## src/rtl/lmsln_pkg.sv

```systemverilog
// Shared types and constants for the LMS linear neuron trainer.
// Used by the weight bank, the shared multiplier and the top level.
package lmsln_pkg;

	// number of features per item and widths of the stored values
	localparam int NUM_FEATURES = 9;
	localparam int IDX_W        = (NUM_FEATURES > 1) ? $clog2(NUM_FEATURES) : 1;
	localparam int FEAT_W       = 16;
	localparam int WEIGHT_W     = 32;

	// shared multiplier operand and product widths
	localparam int MUL_A_W = 48;
	localparam int MUL_B_W = 25;
	localparam int PROD_W  = MUL_A_W + MUL_B_W;

	// weight reset value: 0.5 in Q16.16
	localparam logic signed [WEIGHT_W-1:0] WEIGHT_RESET = 32'sd32768;

	typedef logic [IDX_W-1:0]           idx_t;
	typedef logic signed [WEIGHT_W-1:0] weight_t;

	// write request into the weight bank
	typedef struct packed {
		logic    we;
		idx_t    addr;
		weight_t data;
	} wr_req_t;

endpackage

```

## src/rtl/lmsln_mul.sv

```systemverilog
// Shared signed multiplier with a registered product.
// Depends on lmsln_pkg for the operand and product widths.
module lmsln_mul (
	input  logic                                   clk,
	input  logic signed [lmsln_pkg::MUL_A_W-1:0]   op_a,
	input  logic signed [lmsln_pkg::MUL_B_W-1:0]   op_b,
	output logic signed [lmsln_pkg::PROD_W-1:0]    prod
);

	logic signed [lmsln_pkg::PROD_W-1:0] prod_q;

	// register the product every cycle
	always_ff @(posedge clk) begin
		prod_q <= lmsln_pkg::PROD_W'(op_a) * lmsln_pkg::PROD_W'(op_b);
	end

	assign prod = prod_q;

endmodule

```

## src/rtl/lmsln_wbank.sv

```systemverilog
// Weight bank: one register per feature, reset to 0.5, one read and one write port.
// Depends on lmsln_pkg for the index, weight and write request types.
module lmsln_wbank (
	input  logic                clk,
	input  logic                arst_n,
	input  lmsln_pkg::wr_req_t  wr,
	input  lmsln_pkg::idx_t     raddr,
	output lmsln_pkg::weight_t  rdata
);

	lmsln_pkg::weight_t weight_q [lmsln_pkg::NUM_FEATURES];

	// load reset weights, then take one write per cycle
	always_ff @(posedge clk or negedge arst_n) begin
		if (!arst_n) begin
			for (int i = 0; i < lmsln_pkg::NUM_FEATURES; i++) begin
				weight_q[i] <= lmsln_pkg::WEIGHT_RESET;
			end
		end else if (wr.we) begin
			weight_q[wr.addr] <= wr.data;
		end
	end

	assign rdata = weight_q[raddr];

endmodule

```

## src/rtl/lms_linear_neuron_trainer_unit.sv

```systemverilog
// Top level of the LMS linear neuron trainer: sequencer and datapath around one
// shared multiplier. Depends on lmsln_pkg, lmsln_mul and lmsln_wbank.
// Channels:
//   Item (item_valid / item_stall) takes req_type, feature_0..feature_8 and target;
//   a beat is taken when item_valid is high and item_stall low.
//   Result (result_valid / result_stall) returns one prediction beat per item: the
//   dot product of the features with the weights held before the item, rounded
//   and saturated to Q16.16.
//   Config (cfg_valid / cfg_ready) writes learn_rate; cfg_ready is always high.
//   Write it only while the block is idle.
// Timing:
//   One product per cycle. A predict item runs 9 products plus pipeline fill, then
//   rounding, then returns to idle; the prediction is registered at rounding.
//   A train item adds the error scaling (error, then scale) and 9 weight updates.
//   item_stall is high until the sequencer is idle.
// Reset: arst_n clears the sequencer and result valid, sets every weight to 0.5
//   and learn_rate to 16777 (about 0.001).
// Result stall: the prediction waits in an output register; while it is still full
//   the next prediction holds the sequencer at rounding until result_stall drops.
module lms_linear_neuron_trainer_unit (
	input  logic               clk,
	input  logic               arst_n,
	// configuration
	input  logic               cfg_valid,
	output logic               cfg_ready,
	input  logic [23:0]        learn_rate,
	// item channel
	input  logic               item_valid,
	output logic               item_stall,
	input  logic               req_type,
	input  logic signed [15:0] feature_0,
	input  logic signed [15:0] feature_1,
	input  logic signed [15:0] feature_2,
	input  logic signed [15:0] feature_3,
	input  logic signed [15:0] feature_4,
	input  logic signed [15:0] feature_5,
	input  logic signed [15:0] feature_6,
	input  logic signed [15:0] feature_7,
	input  logic signed [15:0] feature_8,
	input  logic signed [15:0] target,
	// result channel
	output logic               result_valid,
	input  logic               result_stall,
	output logic signed [31:0] prediction
);

	localparam int NF       = lmsln_pkg::NUM_FEATURES;
	localparam int IDX_W    = lmsln_pkg::IDX_W;
	localparam int FEAT_W   = lmsln_pkg::FEAT_W;
	localparam int WEIGHT_W = lmsln_pkg::WEIGHT_W;
	localparam int MUL_A_W  = lmsln_pkg::MUL_A_W;
	localparam int MUL_B_W  = lmsln_pkg::MUL_B_W;
	localparam int PROD_W   = lmsln_pkg::PROD_W;
	localparam int CNT_W    = $clog2(NF + 1);
	localparam int LR_W     = 24;

	// accumulator and rounding widths
	localparam int ACC_W     = FEAT_W + WEIGHT_W + CNT_W;
	localparam int PRED_SH   = 14;
	localparam int PRED_RW   = ACC_W - PRED_SH;
	localparam int ERR_W     = WEIGHT_W + 2;
	localparam int SCL_SH    = 10;
	localparam int SCL_SRC_W = 60;
	localparam int STEP_SH   = 28;
	localparam int STEP_SRC_W = 64;
	localparam int STEP_W    = STEP_SRC_W - STEP_SH;
	localparam int NEW_W     = STEP_W + 1;

	localparam logic [LR_W-1:0] LR_RESET = 24'd16777;
	localparam logic signed [WEIGHT_W-1:0] W_MAX = {1'b0, {(WEIGHT_W-1){1'b1}}};
	localparam logic signed [WEIGHT_W-1:0] W_MIN = {1'b1, {(WEIGHT_W-1){1'b0}}};

	// sequencer states
	localparam logic [2:0] ST_IDLE = 3'd0;
	localparam logic [2:0] ST_MAC  = 3'd1;
	localparam logic [2:0] ST_RND  = 3'd2;
	localparam logic [2:0] ST_ERR  = 3'd3;
	localparam logic [2:0] ST_SCL  = 3'd4;
	localparam logic [2:0] ST_UPD  = 3'd5;

	logic [2:0]                  state_q;
	logic [CNT_W-1:0]            cnt_q;
	logic [LR_W-1:0]             lr_q;
	logic                        res_valid_q;
	logic signed [WEIGHT_W-1:0]  prediction_q;

	logic signed [FEAT_W-1:0]    feat_q [NF];
	logic signed [FEAT_W-1:0]    tgt_q;
	logic                        req_q;
	logic signed [ACC_W-1:0]     acc_q;
	logic signed [WEIGHT_W-1:0]  pred_q;
	logic signed [MUL_A_W-1:0]   scaled_q;
	lmsln_pkg::weight_t          wold_q;
	lmsln_pkg::idx_t             widx_q;

	logic                        accept;
	logic                        cnt_last;
	logic                        out_free;
	lmsln_pkg::idx_t             rd_idx;
	lmsln_pkg::weight_t          w_rd;
	logic signed [FEAT_W-1:0]    feat_rd;
	logic signed [MUL_A_W-1:0]   op_a;
	logic signed [MUL_B_W-1:0]   op_b;
	logic signed [PROD_W-1:0]    prod;
	logic signed [ACC_W-1:0]     pred_sum;
	logic signed [PRED_RW-1:0]   pred_rnd;
	logic signed [WEIGHT_W-1:0]  pred_sat;
	logic signed [ERR_W-1:0]     err;
	logic signed [SCL_SRC_W-1:0] scl_sum;
	logic signed [STEP_SRC_W-1:0] step_sum;
	logic signed [STEP_W-1:0]    step;
	logic signed [NEW_W-1:0]     w_new;
	logic signed [WEIGHT_W-1:0]  w_sat;
	lmsln_pkg::wr_req_t          wr;

	assign cfg_ready    = 1'b1;
	assign item_stall   = (state_q != ST_IDLE);
	assign accept       = item_valid && !item_stall;
	assign result_valid = res_valid_q;
	assign prediction   = prediction_q;
	assign cnt_last     = (cnt_q == CNT_W'(NF));
	assign out_free     = !res_valid_q || !result_stall;

	// select the element for this cycle; park at zero past the last one
	assign rd_idx  = cnt_last ? '0 : cnt_q[IDX_W-1:0];
	assign feat_rd = feat_q[rd_idx];

	// steer the shared multiplier
	always_comb begin
		case (state_q)
			ST_ERR: begin
				op_a = {{(MUL_A_W-ERR_W){err[ERR_W-1]}}, err};
				op_b = {1'b0, lr_q};
			end
			ST_UPD: begin
				op_a = scaled_q;
				op_b = {{(MUL_B_W-FEAT_W){feat_rd[FEAT_W-1]}}, feat_rd};
			end
			default: begin
				op_a = {{(MUL_A_W-WEIGHT_W){w_rd[WEIGHT_W-1]}}, w_rd};
				op_b = {{(MUL_B_W-FEAT_W){feat_rd[FEAT_W-1]}}, feat_rd};
			end
		endcase
	end

	lmsln_mul u_mul (
		.clk  (clk),
		.op_a (op_a),
		.op_b (op_b),
		.prod (prod)
	);

	// round the dot product to Q16.16 and saturate
	always_comb begin
		pred_sum = acc_q + ACC_W'(1 << (PRED_SH - 1));
		pred_rnd = pred_sum[ACC_W-1:PRED_SH];
		if (pred_rnd[PRED_RW-1:WEIGHT_W-1] == {(PRED_RW-WEIGHT_W+1){pred_rnd[WEIGHT_W-1]}}) begin
			pred_sat = pred_rnd[WEIGHT_W-1:0];
		end else begin
			pred_sat = pred_rnd[PRED_RW-1] ? W_MIN : W_MAX;
		end
	end

	// error against the target lifted to Q16.16
	assign err = {{2{pred_q[WEIGHT_W-1]}}, pred_q}
		- {{(ERR_W-FEAT_W-2){tgt_q[FEAT_W-1]}}, tgt_q, 2'b00};

	// round learn rate times error down to Q16.30
	assign scl_sum = prod[SCL_SRC_W-1:0] + SCL_SRC_W'(1 << (SCL_SH - 1));

	// round the weight step to Q16.16, subtract and saturate
	always_comb begin
		step_sum = prod[STEP_SRC_W-1:0] + STEP_SRC_W'(1 << (STEP_SH - 1));
		step     = step_sum[STEP_SRC_W-1:STEP_SH];
		w_new    = {{(NEW_W-WEIGHT_W){wold_q[WEIGHT_W-1]}}, wold_q}
			- {step[STEP_W-1], step};
		if (w_new[NEW_W-1:WEIGHT_W-1] == {(NEW_W-WEIGHT_W+1){w_new[WEIGHT_W-1]}}) begin
			w_sat = w_new[WEIGHT_W-1:0];
		end else begin
			w_sat = w_new[NEW_W-1] ? W_MIN : W_MAX;
		end
	end

	// write back the weight whose product came out this cycle
	assign wr.we   = (state_q == ST_UPD) && (cnt_q != '0);
	assign wr.addr = widx_q;
	assign wr.data = w_sat;

	lmsln_wbank u_wbank (
		.clk    (clk),
		.arst_n (arst_n),
		.wr     (wr),
		.raddr  (rd_idx),
		.rdata  (w_rd)
	);

	// sequencer, learning rate and result valid
	always_ff @(posedge clk or negedge arst_n) begin
		if (!arst_n) begin
			state_q     <= ST_IDLE;
			cnt_q       <= '0;
			lr_q        <= LR_RESET;
			res_valid_q <= 1'b0;
		end else begin
			if (cfg_valid && cfg_ready) begin
				lr_q <= learn_rate;
			end
			// raise valid when rounding hands off a beat, drop it once taken
			if (state_q == ST_RND && out_free) begin
				res_valid_q <= 1'b1;
			end else if (res_valid_q && !result_stall) begin
				res_valid_q <= 1'b0;
			end
			case (state_q)
				ST_IDLE: begin
					if (accept) begin
						state_q <= ST_MAC;
						cnt_q   <= '0;
					end
				end
				ST_MAC: begin
					if (cnt_last) begin
						state_q <= ST_RND;
						cnt_q   <= '0;
					end else begin
						cnt_q <= cnt_q + 1'b1;
					end
				end
				ST_RND: begin
					// hold until the output register can take the beat
					if (out_free) begin
						state_q <= req_q ? ST_ERR : ST_IDLE;
					end
				end
				ST_ERR: begin
					state_q <= ST_SCL;
				end
				ST_SCL: begin
					state_q <= ST_UPD;
					cnt_q   <= '0;
				end
				ST_UPD: begin
					if (cnt_last) begin
						state_q <= ST_IDLE;
						cnt_q   <= '0;
					end else begin
						cnt_q <= cnt_q + 1'b1;
					end
				end
				default: begin
					state_q <= ST_IDLE;
					cnt_q   <= '0;
				end
			endcase
		end
	end

	// datapath registers
	always_ff @(posedge clk) begin
		if (accept) begin
			feat_q[0] <= feature_0;
			feat_q[1] <= feature_1;
			feat_q[2] <= feature_2;
			feat_q[3] <= feature_3;
			feat_q[4] <= feature_4;
			feat_q[5] <= feature_5;
			feat_q[6] <= feature_6;
			feat_q[7] <= feature_7;
			feat_q[8] <= feature_8;
			tgt_q     <= target;
			req_q     <= req_type;
			acc_q     <= '0;
		end
		// accumulate the product issued in the previous cycle
		if (state_q == ST_MAC && cnt_q != '0) begin
			acc_q <= acc_q + prod[ACC_W-1:0];
		end
		if (state_q == ST_RND) begin
			pred_q <= pred_sat;
			if (out_free) begin
				prediction_q <= pred_sat;
			end
		end
		if (state_q == ST_SCL) begin
			scaled_q <= scl_sum[MUL_A_W+SCL_SH-1:SCL_SH];
		end
		// keep the old weight and its index beside the product in flight
		if (state_q == ST_UPD) begin
			wold_q <= w_rd;
			widx_q <= rd_idx;
		end
	end

endmodule
```

## config.mk

```make
export PLATFORM = sky130hd
export DESIGN_NAME = lms_linear_neuron_trainer_unit
export DESIGN_NICKNAME = d
export VERILOG_FILES = /design/src/rtl/lmsln_pkg.sv /design/src/rtl/lmsln_mul.sv /design/src/rtl/lmsln_wbank.sv /design/src/rtl/lms_linear_neuron_trainer_unit.sv
export SDC_FILE = /design/constraint.sdc
export NUM_CORES = 2
export LEC_CHECK = 0
export BUFFER_PORTS_ARGS = -buffer_cell sky130_fd_sc_hd__buf_4
export CORE_MARGIN = 10
export CORE_UTILIZATION = 50
export DETAILED_ROUTE_END_ITERATION = 6
export PLACE_DENSITY = 0.71
export SYNTH_ARGS = -nofsm -noshare
export SYNTH_HDL_FRONTEND = slang
export SYNTH_SLANG_ARGS = --single-unit
```

## constraint.sdc

```tcl
create_clock -name clk -period 31.3 [get_ports clk]
set_input_delay 7.825 -clock clk [delete_from_list [all_inputs] [get_ports clk]]
set_output_delay 7.825 -clock clk [all_outputs]
set_load 0.01 [all_outputs]
```

# Word-level counts from Yosys, hierarchy flattened
# Memories as Yosys holds them, arrays and structs flattened.
# Index checks and enable logic that the tools add are counted.
[word_totals]
reg_bits = 601
ram_bits = 144
input_bits = 190
out_inout_bits = 35
wordCells = 97
mem_count = 1
[memory_table]
columns = ["name", "depth", "width", "rd", "rd_clocked_by_memory_dff", "write_ports", "line_no", "text"]
rows = [
  ["feat_q", 9, 16, 1, 0, 9, "lms_linear_neuron_trainer_unit.sv:87", "logic signed [FEAT_W-1:0] feat_q [NF];"],
]
[op_classes]
add_sub_neg = 7
mul = 1
n_lt_le_gt_ge = 3
n_eq_ne = 12
n_mux = 28
bitwise = 3
reduce_logical = 20
[op_table]
columns = ["op", "n"]
rows = [
  ["$bwmux W288", 1],
  ["$mux W32", 7],
  ["$bmux W32 S4", 1],
  ["$demux W32 S4", 1],
  ["$mux W52", 2],
  ["$pmux W48 S2", 1],
  ["$add A64 B28 Y64 const B", 1],
  ["$mul A48 B25 Y64", 1],
  ["$add A58 B10 Y58 const B", 1],
  ["$add A52 B15 Y52 const B", 1],
  ["$add A52 B52 Y52", 1],
  ["$sub A32 B36 Y37", 1],
  ["$sub A32 B18 Y33", 1],
  ["$mux W25", 1],
  ["$pmux W3 S6", 1],
  ["$mux W3", 4],
  ["$mux W4", 3],
  ["$pmux W4 S3", 1],
  ["$ge A5 B5 Y1 const B", 2],
  ["$not A4 Y5", 2],
  ["$ne A2 B2 Y1 const B", 4],
  ["$eq A3 B2 Y1 const B", 2],
  ["$eq A3 B3 Y1 const B", 2],
  ["$eq A6 B6 Y1", 1],
  ["18 further kinds", 31],
]

# Logic depth before layout (Yosys ltp)
[depth]
depth_word = 8
depth_mapped = 45
depth_no_buf = 41

# Cells and area by module
# Synthesis repeated with hierarchy kept, for this count alone.
[hier_totals]
hier_cells = 7491
hier_area_um2 = 77997.3
[by_module_without_submodules]
columns = ["module", "n_inst", "cells_per_inst", "area_each_um2", "seq_area_each_um2"]
rows = [
  ["lmsln_mul", 1, 4488, 41474.8, 1461.4],
  ["lms_linear_neuron_trainer_unit", 1, 2123, 23309.9, 11647.4],
  ["lmsln_wbank", 1, 880, 13212.7, 7218.2],
]

# Worst setup path before layout
# No wires, ideal clock.
[synth_path]
path_type = "input to register"
start = "in item_valid"
end = "mem feat_q[0][0], enable pin"
setup_ns = 0.685
arrival_time_ns = 14.496
required_ns = 30.615
path_slack_ns = 16.119
stages = 2
n_path_buf = 0
cell_sequence = "inv_1 > nor2_1"
[synth_rtl]
columns = ["element", "line_no", "text"]
rows = [
  ["from (decl)", "lms_linear_neuron_trainer_unit.sv:28", "input logic item_valid,"],
  ["to (decl)", "lms_linear_neuron_trainer_unit.sv:87", ""],
]

# Worst setup path after layout
[layout_path]
start = "reg cnt_q[0]"
end = "reg u_mul.prod_q (netlist bit u_mul.prod[62])"
[layout_via]
elab_chain_len = 8
word_cells_on_any_way = 10
classes_between = "mul (1); eq/ne (1); mux (6); bitwise (1); memory (1)"
[layout_lines]
columns = ["element", "line_no", "text"]
rows = [
  ["from (decl)", "lms_linear_neuron_trainer_unit.sv:82", "logic [CNT_W-1:0] cnt_q;"],
  ["from (signal assigned)", "lms_linear_neuron_trainer_unit.sv:226", "cnt_q <= cnt_q + 1'b1;"],
  ["from (signal assigned)", "lms_linear_neuron_trainer_unit.sv:247", "cnt_q <= cnt_q + 1'b1;"],
  ["$eq A4 B4 Y1", "lms_linear_neuron_trainer_unit.sv:121", "assign cnt_last = (cnt_q == CNT_W'(NF));"],
  ["$mux W4 (*)", "lms_linear_neuron_trainer_unit.sv:125", "assign rd_idx = cnt_last ? '0 : cnt_q[IDX_W-1:0];"],
  ["$not A4 Y5 (implied by the code)", "lmsln_wbank.sv:24", "assign rdata = weight_q[raddr];"],
  ["$bmux W32 S4", "lmsln_wbank.sv:24", ""],
  ["$mux W32 (implied by the code) (2 in a row)", "lmsln_wbank.sv:24", ""],
  ["$pmux W48 S2", "lms_linear_neuron_trainer_unit.sv:130", "case (state_q)"],
  ["$mul A48 B25 Y64 (*)", "lmsln_mul.sv:14", "prod_q <= lmsln_pkg::PROD_W'(op_a) * lmsln_pkg::PROD_W'(op_b);"],
  ["to (signal assigned)", "lmsln_mul.sv:14", ""],
  ["to (decl)", "lmsln_mul.sv:10", "logic signed [lmsln_pkg::PROD_W-1:0] prod_q;"],
]
# Every way passes the cells marked *; elsewhere a longest branch is shown, timed or not. The select of a mux whose other input is x is not followed.
# A chain may end at the register's enable or synchronous reset.

==> impl_results.rst <==
.. list-table::
   :header-rows: 1

   * - Metric
     - Value
   * - Synthesized-area fraction occupied by xor and xnor cells
     - 0.0353
   * - Clock buffers created by TritonCTS
     - a little over 80
   * - Logic depth of the worst setup path including buffers
     - 33
   * - Non-filler cells in the finished layout
     - just under 10,000
   * - Number of cells on the worst reg-to-reg path
     - 33
   * - Weighted congestion at the end of routability-driven global placement
     - 1.02
   * - Post-cts gate resize count
     - 0
   * - Mapped Area
     - roughly 73,000 um2
   * - Required time of the critical path
     - about 32,000 ps
   * - Number of nets in the layout
     - 9,264
   * - Clock Skew
     - slightly below 90 ps
   * - Slew HR
     - 0.0664
   * - Number of setup buffers added after CTS
     - 0
   * - Total Wirelength
     - 252,000 um
   * - Starting DRT DRC Count
     - 7,058
   * - Clock-pin slew of the registers on the worst-case setup and hold paths
     - 60 ps
   * - Combinational family with the most area after synthesis
     - adder cells
   * - Most used flip-flop cell after synthesis
     - edfxtp_1
   * - CTS tree
     - yes
   * - Summed negative setup slack over all endpoints
     - 0 ps
   * - Type of element capturing the critical path
     - register
   * - Arrival time reported for the critical path endpoint
     - approximately 15,000 ps
   * - Clock network latency to the later pin of the worst-skew pair
     - between 700 and 800 ps
   * - Synth async-reset ratio
     - 0.430
   * - CTS Buffer Depth
     - 3
   * - Share of final-layout standard cells stronger than drive strength 1
     - 0.0895
   * - Number of port buffers
     - roughly 220
   * - Wire length of the first global-routing pass
     - about 380,000 um
   * - Hold/Removal Path Class
     - reg2reg
   * - Status
     - completed
   * - Detail Route Antenna Nets
     - 0
   * - Critical path launch point type
     - register
   * - Routed length per placed instance
     - around 26 um
   * - Number of buffers inserted by hold repair at cts
     - 0
   * - HPWL after DPL
     - 188,000 um
   * - Vias per cell
     - approximately 6
   * - # H-tree levels
     - 3
   * - Type of the worst setup path
     - reg2reg
   * - Via count of the first global-routing pass
     - between 60,000 and 70,000
   * - Slew Limit Fails
     - 0
   * - Number of buffers and inverters on the critical path
     - 4
   * - Net count after synthesis
     - 9,175
   * - Worst setup slack after layout
     - roughly 17,000 ps
   * - Pre-Repair DR Iteration Count
     - 6
   * - Initial core utilization
     - 0.505
   * - Area of the core
     - between 100,000 and 150,000 um2
   * - Arithmetic-cell share of the synthesized area counting full adders, half adders and majority gates
     - 0.350
   * - Final period utilization
     - 0.471
   * - Post-route minimum period
     - between 10,000 and 15,000 ps
   * - Number of antenna violations at the first check in global routing
     - 10
   * - Met1 Track Usage GR
     - 0.397
   * - GR met3 Demand/Resource
     - 0.116
   * - Basic-gate share of the synthesized area counting and, or, nand and nor cells
     - 0.136
   * - DRC violations left
     - 0
   * - Number of distinct library cells after synthesis
     - 83
   * - Max Fanout on Critical Path
     - between 50 and 60
   * - Setup violation total in the final timing report
     - 0
   * - Tightest Pin Transition
     - 1380 ps
   * - Most common library cell in the layout ignoring fill and taps
     - inv_1
   * - Post-synthesis compound-gate area fraction
     - 0.0994
   * - Most Used Layer, Global Route
     - met2
   * - Top delay family on crit path
     - compound AO/OA/AOI/OAI gates
   * - Signed area change from the synthesized netlist to the final layout
     - 9.67%
   * - Floorplan die width
     - between 400 and 500 um
   * - Site Rows
     - about 140
   * - Via count
     - between 50,000 and 60,000
   * - GRT Residual Overflow
     - 0
   * - Count of cells along the worst hold path
     - 2
   * - Final Hold Viols
     - 0
   * - Slowest cell on the critical path
     - o41ai_1
   * - Die area
     - roughly 160,000 um2
   * - Worst hold slack across all endpoints
     - roughly 500 ps
   * - Combined global-route utilization of all metal layers
     - 0.310
   * - Number of I/O pins
     - between 200 and 250
   * - Die height
     - between 400 and 500 um
   * - Post-synthesis instance total
     - around 7,600
   * - Pre-CTS worst setup slack
     - between 15,000 and 20,000 ps
   * - Sequential fraction of the synthesis area
     - 0.277
   * - Top library cells by usage in the layout, fill and taps aside
     - inv_1, fa_1, nor2_1, nand2_1, a21oi_1
   * - Cell repeated most along the worst path
     - fa_1
   * - Root buffer selected by CTS
     - clkbuf_16
   * - Syn avg cell area
     - ~9.6 um2
   * - Synth warn
     - 0
   * - RSZ-0062 raised after global routing
     - no
   * - Number of flops mapped to enable cells by yosys
     - approximately 360
   * - Pin count of the biggest net entering global routing
     - about 120
   * - Mux contribution to synthesized area
     - 0.0226
   * - CP max stage delay
     - 1190 ps
   * - Max Freq
     - 67.8 MHz
   * - Number of maximum-capacitance constraint violations
     - 0
   * - Cell count after placement
     - ~9,500
   * - Synthesized flop and latch total
     - around 750
   * - Clock Sink Count
     - 745
   * - Global-route track usage on met2
     - 0.462
-- metrics by stage --
| step | util | instance area (um2) |
|---|---|---|
| 2_1_floorplan | - | 72800 |
| 3_3_place_gp | 0.534 | 77000 |
| 3_5_place_dp | 0.534 | 77000 |
| 4_1_cts | 0.554 | 79800 |
| 5_1_grt | 0.554 | 79800 |
| 6_report | 0.554 | 79800 |
-- final timing paths --
check	from	end	slack (ps)
worst max-delay path	cnt_q[0]	u_mul.prod[62]	16550
worst min-delay path	u_wbank.weight_q[143]	u_wbank.weight_q[143]	500
worst max register to register	cnt_q[0]	u_mul.prod[62]	16550
worst min register to register	u_wbank.weight_q[143]	u_wbank.weight_q[143]	500
max in group asynchronous	arst_n	u_wbank.weight_q[112]	22300
min in group asynchronous	arst_n	result_valid	7180
-- layer usage --
metal	wire, um	up-vias	share of wire
met2	108000	3750	0.43
met4	14600	16	0.058
met5	106	-	0.00042
met3	36100	768	0.14
li1	-	24418	-
met1	93200	29018	0.37
-- flip-flops by register name (all words and copies together) (netlist names) --
signal	cells
acc_q	52
feat_q	144
pred_q	32
widx_q	4
u_wbank.weight_q	288
prediction	32
u_mul.prod	64
result_valid	1
req_q	1
wold_q	32
state_q	3
scaled_q	48
tgt_q	16
cnt_q	4
lr_q	24
-- logic make-up after synthesis --
kind of cell / after synthesis
simple gates: 2351
mux: 121
buf+inv: 1540
other cells: 1
compound gates: 1164
fa+ha+maj: 1385
flops: 745
xor+xnor: 293
-- area by class of cell --
class                   instances  area, um2
fillers                     12471      64400
multi-input cells            5315      47200
flip-flops and latches        745      20200
inverters                    1167       4380
repair buffers                378       2850
clock buffers                 119       2380
well taps                    1903       2380
clock inverters                34        460
diodes                          4       10.0
-- tightest hold or removal path: cells and delay by family (launching register included) --
family             cells  cell delay (ps)
DFF                    1              360
and+or+nand+nor        1               90
AOI/OAI and AO/OA      1               50
-- cell usage after synthesis (all sizes together), types with 41 or more instances --
master	count	area, um2
a21o	130	976
nor2	1000	3750
buf	58	279
o21a	41	309
nand2b	45	282
edfxtp	361	10800
dfrtp	306	7660
fa	1085	21700
clkbuf	315	1180
and2	52	325
o22ai	50	313
xnor2	180	1580
a211oi	44	330
nand2	911	3420
ha	300	3750
xor2	113	990
nand3	76	380
and3	91	569
dfxtp	64	1280
a21oi	509	2550
o21ai	157	786
inv	1167	4380
mux2i	53	531
Power is left out: the tool's default activity adds up to more than one toggle a clock period on the data nets, which glitch-free logic cannot reach.
